`src/sv/mdu_pkg.sv`:
```
// Shared types and constants of the multiply/divide unit.
// Used by every module of the block; depends on nothing.
`default_nettype none

package mdu_pkg;

  localparam int unsigned WordW    = 32;
  localparam int unsigned DivSteps = 32;
  localparam int unsigned CntW     = 5;

  typedef enum logic [2:0] {
    OP_MULT  = 3'd0,
    OP_MULTU = 3'd1,
    OP_DIV   = 3'd2,
    OP_DIVU  = 3'd3,
    OP_MFHI  = 3'd4,
    OP_MFLO  = 3'd5,
    OP_MTHI  = 3'd6,
    OP_MTLO  = 3'd7
  } op_e;

  typedef enum logic [1:0] {
    ST_IDLE,
    ST_DIV,
    ST_FIX,
    ST_OUT
  } state_e;

  typedef struct packed {
    logic [2:0]       opcode;
    logic [WordW-1:0] operand_a;
    logic [WordW-1:0] operand_b;
  } in_item_t;

  typedef struct packed {
    logic [WordW-1:0] read_value;
    logic [WordW-1:0] hi_after;
    logic [WordW-1:0] lo_after;
  } out_item_t;

  // Decoded command: operands already turned into magnitudes for signed ops.
  typedef struct packed {
    op_e              op;
    logic [WordW-1:0] a;
    logic [WordW-1:0] b;
    logic             neg_q;
    logic             neg_r;
  } cmd_t;

endpackage

`default_nettype wire

```
`src/sv/mdu_front.sv`:
```
// Front end: accepts input words, decodes the opcode and forms operand
// magnitudes and result sign flags. Depends on mdu_pkg.
`default_nettype none

module mdu_front (
  input  wire logic             in_valid_i,
  output logic                  in_stall_o,
  input  wire mdu_pkg::in_item_t in_data_i,
  output logic                  cmd_valid_o,
  output mdu_pkg::cmd_t         cmd_o,
  input  wire logic             cmd_full_i
);

  mdu_pkg::op_e op;
  logic         signed_op;
  logic         a_neg;
  logic         b_neg;

  always_comb begin
    op        = mdu_pkg::op_e'(in_data_i.opcode);
    signed_op = (op == mdu_pkg::OP_MULT) || (op == mdu_pkg::OP_DIV);
    a_neg     = signed_op & in_data_i.operand_a[mdu_pkg::WordW-1];
    b_neg     = signed_op & in_data_i.operand_b[mdu_pkg::WordW-1];
    cmd_o.op    = op;
    cmd_o.a     = a_neg ? (~in_data_i.operand_a + 32'd1) : in_data_i.operand_a;
    cmd_o.b     = b_neg ? (~in_data_i.operand_b + 32'd1) : in_data_i.operand_b;
    cmd_o.neg_q = a_neg ^ b_neg;
    cmd_o.neg_r = a_neg;
  end

  assign cmd_valid_o = in_valid_i;
  assign in_stall_o  = cmd_full_i;

endmodule

`default_nettype wire

```
`src/sv/mdu_fifo.sv`:
```
// Short command queue between front end and back end.
// Depends on mdu_pkg for the command type.
`default_nettype none

module mdu_fifo #(
  parameter int unsigned Depth = 2
) (
  input  wire logic          clk_i,
  input  wire logic          rst_ni,
  input  wire logic          push_i,
  input  wire mdu_pkg::cmd_t data_i,
  output logic               full_o,
  input  wire logic          pop_i,
  output logic               valid_o,
  output mdu_pkg::cmd_t      data_o
);

  localparam int unsigned PtrW = (Depth > 1) ? $clog2(Depth) : 1;
  localparam int unsigned CntW = $clog2(Depth + 1);

  mdu_pkg::cmd_t mem_q [Depth];
  logic [PtrW-1:0] wr_q, wr_d;
  logic [PtrW-1:0] rd_q, rd_d;
  logic [CntW-1:0] cnt_q, cnt_d;
  logic            do_push;
  logic            do_pop;

  assign full_o  = (cnt_q == CntW'(Depth));
  assign valid_o = (cnt_q != '0);
  assign data_o  = mem_q[rd_q];
  assign do_push = push_i && !full_o;
  assign do_pop  = pop_i && valid_o;

  always_comb begin
    wr_d  = wr_q;
    rd_d  = rd_q;
    cnt_d = cnt_q;
    if (do_push) begin
      wr_d = (wr_q == PtrW'(Depth - 1)) ? '0 : wr_q + PtrW'(1);
    end
    if (do_pop) begin
      rd_d = (rd_q == PtrW'(Depth - 1)) ? '0 : rd_q + PtrW'(1);
    end
    if (do_push && !do_pop) begin
      cnt_d = cnt_q + CntW'(1);
    end else if (do_pop && !do_push) begin
      cnt_d = cnt_q - CntW'(1);
    end
  end

  always_ff @(posedge clk_i or negedge rst_ni) begin
    if (!rst_ni) begin
      wr_q  <= '0;
      rd_q  <= '0;
      cnt_q <= '0;
    end else begin
      wr_q  <= wr_d;
      rd_q  <= rd_d;
      cnt_q <= cnt_d;
    end
  end

  always_ff @(posedge clk_i) begin
    if (do_push) begin
      mem_q[wr_q] <= data_i;
    end
  end

endmodule

`default_nettype wire

```
`src/sv/mdu_back.sv`:
```
// Back end: executes queued commands, holds HI and LO, drives the output
// register. Combinational 32x32 multiply, radix-2 restoring divider. Depends on mdu_pkg.
`default_nettype none

module mdu_back (
  input  wire logic           clk_i,
  input  wire logic           rst_ni,
  input  wire logic           cmd_valid_i,
  input  wire mdu_pkg::cmd_t  cmd_i,
  output logic                cmd_pop_o,
  output logic                out_valid_o,
  input  wire logic           out_stall_i,
  output mdu_pkg::out_item_t  out_data_o
);

  mdu_pkg::state_e    state_q, state_d;
  logic [mdu_pkg::CntW-1:0]  cnt_q, cnt_d;
  logic [mdu_pkg::WordW-1:0] hi_q, hi_d;
  logic [mdu_pkg::WordW-1:0] lo_q, lo_d;
  logic [mdu_pkg::WordW-1:0] rem_q, rem_d;
  logic [mdu_pkg::WordW-1:0] quo_q, quo_d;
  logic [mdu_pkg::WordW-1:0] den_q, den_d;
  mdu_pkg::cmd_t      cmd_q, cmd_d;
  logic               out_valid_q, out_valid_d;
  mdu_pkg::out_item_t out_q, out_d;

  logic               out_free;
  logic               is_mul;
  logic [mdu_pkg::WordW:0]     trial;
  logic [2*mdu_pkg::WordW-1:0] prod;

  assign out_free    = !out_valid_q || !out_stall_i;
  assign is_mul      = (cmd_q.op == mdu_pkg::OP_MULT) || (cmd_q.op == mdu_pkg::OP_MULTU);
  assign out_valid_o = out_valid_q;
  assign out_data_o  = out_q;

  always_comb begin
    state_d = state_q;
    unique case (state_q)
      mdu_pkg::ST_IDLE: begin
        if (cmd_valid_i) begin
          unique case (cmd_i.op)
            mdu_pkg::OP_MULT, mdu_pkg::OP_MULTU: state_d = mdu_pkg::ST_FIX;
            mdu_pkg::OP_DIV, mdu_pkg::OP_DIVU:   state_d = mdu_pkg::ST_DIV;
            default:                             state_d = mdu_pkg::ST_OUT;
          endcase
        end
      end
      mdu_pkg::ST_DIV: begin
        if (cnt_q == mdu_pkg::CntW'(mdu_pkg::DivSteps - 1)) begin
          state_d = mdu_pkg::ST_FIX;
        end
      end
      mdu_pkg::ST_FIX: state_d = mdu_pkg::ST_OUT;
      mdu_pkg::ST_OUT: begin
        if (out_free) begin
          state_d = mdu_pkg::ST_IDLE;
        end
      end
      default: state_d = mdu_pkg::ST_IDLE;
    endcase
  end

  always_comb begin
    cmd_pop_o   = 1'b0;
    cnt_d       = cnt_q;
    hi_d        = hi_q;
    lo_d        = lo_q;
    rem_d       = rem_q;
    quo_d       = quo_q;
    den_d       = den_q;
    cmd_d       = cmd_q;
    out_d       = out_q;
    out_valid_d = out_valid_q && out_stall_i;
    trial       = {rem_q, quo_q[mdu_pkg::WordW-1]} - {1'b0, den_q};
    prod        = {rem_q, quo_q};
    unique case (state_q)
      mdu_pkg::ST_IDLE: begin
        if (cmd_valid_i) begin
          cmd_pop_o = 1'b1;
          cmd_d     = cmd_i;
          unique case (cmd_i.op)
            mdu_pkg::OP_MULT, mdu_pkg::OP_MULTU: begin
              {rem_d, quo_d} = (2*mdu_pkg::WordW)'(cmd_i.a) * (2*mdu_pkg::WordW)'(cmd_i.b);
            end
            mdu_pkg::OP_DIV, mdu_pkg::OP_DIVU: begin
              rem_d = '0;
              quo_d = cmd_i.a;
              den_d = cmd_i.b;
              cnt_d = '0;
            end
            mdu_pkg::OP_MTHI: hi_d = cmd_i.a;
            mdu_pkg::OP_MTLO: lo_d = cmd_i.a;
            default: begin
            end
          endcase
        end
      end
      mdu_pkg::ST_DIV: begin
        cnt_d = cnt_q + mdu_pkg::CntW'(1);
        if (!trial[mdu_pkg::WordW]) begin
          rem_d = trial[mdu_pkg::WordW-1:0];
          quo_d = {quo_q[mdu_pkg::WordW-2:0], 1'b1};
        end else begin
          rem_d = {rem_q[mdu_pkg::WordW-2:0], quo_q[mdu_pkg::WordW-1]};
          quo_d = {quo_q[mdu_pkg::WordW-2:0], 1'b0};
        end
      end
      mdu_pkg::ST_FIX: begin
        if (is_mul) begin
          {hi_d, lo_d} = cmd_q.neg_q ? (~prod + 64'd1) : prod;
        end else begin
          lo_d = cmd_q.neg_q ? (~quo_q + 32'd1) : quo_q;
          hi_d = cmd_q.neg_r ? (~rem_q + 32'd1) : rem_q;
        end
      end
      mdu_pkg::ST_OUT: begin
        if (out_free) begin
          out_valid_d     = 1'b1;
          out_d.hi_after  = hi_q;
          out_d.lo_after  = lo_q;
          unique case (cmd_q.op)
            mdu_pkg::OP_MFHI: out_d.read_value = hi_q;
            mdu_pkg::OP_MFLO: out_d.read_value = lo_q;
            default:          out_d.read_value = '0;
          endcase
        end
      end
      default: begin
      end
    endcase
  end

  always_ff @(posedge clk_i or negedge rst_ni) begin
    if (!rst_ni) begin
      state_q     <= mdu_pkg::ST_IDLE;
      cnt_q       <= '0;
      hi_q        <= '0;
      lo_q        <= '0;
      out_valid_q <= 1'b0;
    end else begin
      state_q     <= state_d;
      cnt_q       <= cnt_d;
      hi_q        <= hi_d;
      lo_q        <= lo_d;
      out_valid_q <= out_valid_d;
    end
  end

  always_ff @(posedge clk_i) begin
    rem_q <= rem_d;
    quo_q <= quo_d;
    den_q <= den_d;
    cmd_q <= cmd_d;
    out_q <= out_d;
  end

endmodule

`default_nettype wire

```
`src/sv/mips_mult_div_unit.sv`:
```
// Multiply/divide unit with HI and LO registers: top level.
// Instantiates mdu_front, mdu_fifo and mdu_back; depends on mdu_pkg.
//
// Input channel in_valid_i / in_stall_o / in_data_i carries one word per
// operation (opcode, operand_a, operand_b). Output channel out_valid_o /
// out_stall_i / out_data_o returns one word per operation: the value read
// by mfhi/mflo (zero otherwise) and HI and LO after the operation.
// A word moves at a rising edge with valid high and stall low.
// Operations execute strictly in order. The front end decodes, the queue
// holds up to QueueDepth operations and the back end runs one at a time.
// Steps from input accept to output, with the queue empty:
//   moves:      queue write, dequeue, output register,
//   multiplies: one 32x32 multiply, then sign fix,
//   divides:    32 radix-2 restoring steps, then sign fix.
// Sustained throughput is set by the back end, which finishes each
// operation before it takes the next.
// When the receiver stalls, the output register holds its word and the
// back end waits with its next result; input keeps filling the queue and
// in_stall_o rises once the queue is full.
// Reset clears HI, LO, the queue and the output register's valid flag.
`default_nettype none

module mips_mult_div_unit #(
  parameter int unsigned QueueDepth = 2
) (
  input  wire logic               clk_i,
  input  wire logic               rst_ni,
  input  wire logic               in_valid_i,
  output logic                    in_stall_o,
  input  wire mdu_pkg::in_item_t  in_data_i,
  output logic                    out_valid_o,
  input  wire logic               out_stall_i,
  output mdu_pkg::out_item_t      out_data_o
);

  logic          push;
  logic          full;
  logic          pop;
  logic          q_valid;
  mdu_pkg::cmd_t cmd_in;
  mdu_pkg::cmd_t cmd_out;

  mdu_front u_front (
    .in_valid_i  (in_valid_i),
    .in_stall_o  (in_stall_o),
    .in_data_i   (in_data_i),
    .cmd_valid_o (push),
    .cmd_o       (cmd_in),
    .cmd_full_i  (full)
  );

  mdu_fifo #(
    .Depth (QueueDepth)
  ) u_fifo (
    .clk_i   (clk_i),
    .rst_ni  (rst_ni),
    .push_i  (push),
    .data_i  (cmd_in),
    .full_o  (full),
    .pop_i   (pop),
    .valid_o (q_valid),
    .data_o  (cmd_out)
  );

  mdu_back u_back (
    .clk_i       (clk_i),
    .rst_ni      (rst_ni),
    .cmd_valid_i (q_valid),
    .cmd_i       (cmd_out),
    .cmd_pop_o   (pop),
    .out_valid_o (out_valid_o),
    .out_stall_i (out_stall_i),
    .out_data_o  (out_data_o)
  );

endmodule

`default_nettype wire
```
`config.mk`:
```
export PLATFORM = sky130hd
export DESIGN_NAME = mips_mult_div_unit
export DESIGN_NICKNAME = d
export VERILOG_FILES = /design/src/sv/mdu_pkg.sv /design/src/sv/mdu_front.sv /design/src/sv/mdu_fifo.sv /design/src/sv/mdu_back.sv /design/src/sv/mips_mult_div_unit.sv
export SDC_FILE = /design/constraint.sdc
export NUM_CORES = 2
export LEC_CHECK = 0
export BUFFER_PORTS_ARGS = -buffer_cell sky130_fd_sc_hd__buf_4
export CAP_MARGIN = 20
export CORE_MARGIN = 4
export CORE_UTILIZATION = 40
export DETAILED_ROUTE_END_ITERATION = 10
export SETUP_SLACK_MARGIN = 0.02
export SLEW_MARGIN = 20
export SYNTH_ARGS = -nofsm -noshare
export SYNTH_HDL_FRONTEND = slang
export SYNTH_SLANG_ARGS = --single-unit
```
`constraint.sdc`:
```
create_clock -name clk_i -period 19.3 [get_ports clk_i]
set_input_delay 1.93 -clock clk_i [delete_from_list [all_inputs] [get_ports clk_i]]
set_output_delay 1.93 -clock clk_i [all_outputs]
set_load 0.05 [all_outputs]
```
==> impl_metrics.env <==
export IMPL_outcome="finished, final reports clean"
export IMPL_critPathTopFamily="adder cells"
export IMPL_crit_cells=30
export IMPL_grt_use_total_pct=26.33
export IMPL_drt_total_wl_mm=180.9
export IMPL_fillCellCount=12840
export IMPL_r2r_start="u_fifo.rd_q$_DFFE_PN0P_"
export IMPL_min_from="u_back.hi_q[2]$_DFFE_PN0P_"
export IMPL_synth_top_area_cell="fa_1"
export IMPL_cts_resized=0
export IMPL_nets=6856
export IMPL_drt_iter0_drc=3820
export IMPL_antenna_found_initial=12
export IMPL_cts_buffers=45
export IMPL_critical_path_slowest_cell="dfrtp_4"
export IMPL_wl_per_cell_um=24.53
export IMPL_worstPathBufferInverterCount=10
export IMPL_setup_viol=0
export IMPL_yosysMostFrequentCell="inv_1"
export IMPL_die_w_um=371.6
export IMPL_min_delay_path_depth=0
export IMPL_worstPathRequired_ns=19.64
export IMPL_min_period_ns=10.75
export IMPL_synth_seq_area_share_pct=22.62
export IMPL_ys_flop_type="edfxtp_1"
export IMPL_final_max_slew_viol_count=0
export IMPL_fmax_ghz=0.09305
export IMPL_tns_ns=0
export IMPL_relSlewSlack_pct=26.81
export IMPL_cts_hold_buf=0
export IMPL_dpl_hpwl_mm=136.7
export IMPL_crit_path_max_fanout=35
export IMPL_drcViolationCount=0
export IMPL_post_cts_buffers=0
export IMPL_drt_vias_per_instance=5.517
export IMPL_startpoint="u_fifo.rd_q$_DFFE_PN0P_"
export IMPL_cts_sinks=411
export IMPL_cts_tree="done"
export IMPL_detail_route_antenna_nets=0
export IMPL_grt_overflow_total=0
export IMPL_grt_max_degree=81
export IMPL_reg2reg_depth=30
export IMPL_yosysWarnings=0
export IMPL_crit_type="reg2reg"
export IMPL_cts_buffer_depth=3
export IMPL_cap_violations=0
export IMPL_syn_avg_cell_area_um2=9.516
export IMPL_worst_pin_slew_ns=1.097
export IMPL_synth_top_area_share_pct=33.96
export IMPL_core_area_um2=131500
export IMPL_hold_viol_final=0
export IMPL_synth_cell_type_count=80
export IMPL_synth_area_leaders="fa_1 (34%), edfxtp_1 (19%), ha_1 (7.2%)"
export IMPL_dr_pass1_iters=5
export IMPL_portBuffers=168
export IMPL_clk_latency_ns=0.62
export IMPL_synthToLayoutAreaGrowth_pct=9.500
export IMPL_die_h_um=371.6
export IMPL_drive_above_1_share_pct=8.370
export IMPL_syn_inst=5557
export IMPL_synth_async_sr_flop_share_pct=18.49
export IMPL_fin_crit_sh_pct=55.68
export IMPL_final_area_um2=57900
export IMPL_cp_common_cell="fa_1"
export IMPL_synth_area_um2=52880
export IMPL_rsz0062_at_grt="false"
export IMPL_setup_worst_path_end_class="register"
export IMPL_place_gp_congestion=0.9657
export IMPL_synth_edf_count=335
export IMPL_grt_pass1_vias=41740
export IMPL_num_rows=133
export IMPL_synth_fp_nets=6831
export IMPL_dieArea_um2=138100
export IMPL_placed_area_um2=56340
export IMPL_max_stage_delay_ns=0.76
export IMPL_synth_seq_cells=411
export IMPL_clk_pin_slew_worst_paths_ns=0.06
export IMPL_grt_pass1_wl_mm=268.9
export IMPL_floorplan_initialDensity_pct=40.22
export IMPL_min_path_type="reg2reg"
export IMPL_h_tree_depth=2
export IMPL_via_count=40690
export IMPL_cp_arrival_ns=11.09
export IMPL_fin_skew_ns=0.02952
export IMPL_yosys_top_cells_count="inv_1 (1,002), fa_1 (897), nor2_1 (732), nand2_1 (642), edfxtp_1 (335)"
export IMPL_cp_start_kind="register"
export IMPL_ioPinCount=169
export IMPL_clockRootBuffer="clkbuf_16"
## sequential cells by signal, summed over array words and instances (netlist names)
signal and count:
u_back.cmd_q 5, u_back.cnt_q 5, u_back.state_q 2, u_back.hi_q 32, u_fifo.wr_q 1, u_fifo.mem_q 138
u_fifo.cnt_q 2, u_back.quo_q 32, u_back.out_data_o 96, u_back.out_valid_o 1, u_back.rem_q 32, u_back.lo_q 32
u_back.den_q 32, u_fifo.rd_q 1
## cell type report
type | count | area [um^2] | area share [%]
antenna | 5 | 12.51 | 0.02161
tap | 1755 | 2196 | 3.792
sequential | 411 | 11970 | 20.66
timing repair buffer | 258 | 1961 | 3.386
clock buffer | 53 | 1166 | 2.014
multi-input combinational | 3854 | 36420 | 62.90
clock inverter | 27 | 382.9 | 0.6612
inverter | 1012 | 3799 | 6.560
## cell families (layout without fill, tap and decap cells)
kind of cell / count (synthesis) / count (layout) / share of synthesized area (%)
adders and majority gates: 1203 / 1203 / 41.20
AOI/OAI and AO/OA: 700 / 700 / 8.308
buffers and inverters: 1292 / 1350 / 9.230
DFF: 411 / 411 / 22.62
xor gates and xnor gates: 202 / 202 / 3.360
other: 0 / 5 / 0
muxes: 137 / 137 / 2.716
and+or+nand+nor: 1612 / 1612 / 12.56
## per-layer routing
| layer | wire length [um] | global-route usage, % |
|---|---|---|
| met5 | 20 | 0 |
| met4 | 8070 | 9.743 |
| met3 | 20060 | 6.471 |
| met2 | 78530 | 40.03 |
| met1 | 74220 | 36.54 |
## layout by cell type, fill, tap and decap left out, types with 13 or more instances in the layout
master / count
inv_1: 1001
fa_1: 897
nor2_1: 729
nand2_1: 642
edfxtp_1: 335
ha_1: 305
buf_4: 256
o21ai_0: 209
a21oi_1: 194
xnor2_1: 114
xor2_1: 87
dfrtp_1: 75
a21o_1: 55
mux2_2: 52
clkbuf_16: 45
mux2i_2: 44
a22o_1: 37
nor3_1: 33
and3_1: 32
nand3_1: 32
mux2i_1: 31
a211oi_1: 31
nand4_1: 21
a31oi_1: 20
o31ai_1: 20
nor4_1: 19
nor2b_1: 18
nand2b_1: 16
o21a_1: 15
and2_1: 15
or3_1: 15
o21bai_1: 14
o41ai_1: 13
## through the flow
| stage | instances | hold slack (ns) | setup slack [ns] | utilization [%] |
|---|---|---|---|---|
| after global routing | 7370 | 0.4874 | 8.072 | 44.03 |
| after CTS | 7370 | 0.4672 | 8.555 | 44.03 |
| after floorplan | 5557 | 0.4436 | 9.745 | - |
| after detailed placement | 7290 | 0.4630 | 8.590 | 42.85 |
| after global placement | 7289 | 0.4575 | 8.119 | 42.83 |
| final | 7375 | 0.4770 | 8.553 | 44.04 |
## worst paths after layout
check,to,slack [ns]
setup reg to reg,u_back.rem_q[24]$_DFFE_PP_,8.55
min in group asynchronous,u_back.lo_q[24]$_DFFE_PN0P_,1.36
hold reg to reg,u_back.out_data_o[34]$_DFFE_PP_,0.48
hold / removal,u_back.out_data_o[34]$_DFFE_PP_,0.48
setup / recovery,u_back.rem_q[24]$_DFFE_PP_,8.55
max in group asynchronous,u_fifo.rd_q$_DFFE_PN0P_,17.39
Power is left out: the tool's default activity adds up to more than one toggle a clock period on the data nets, which glitch-free logic cannot reach.
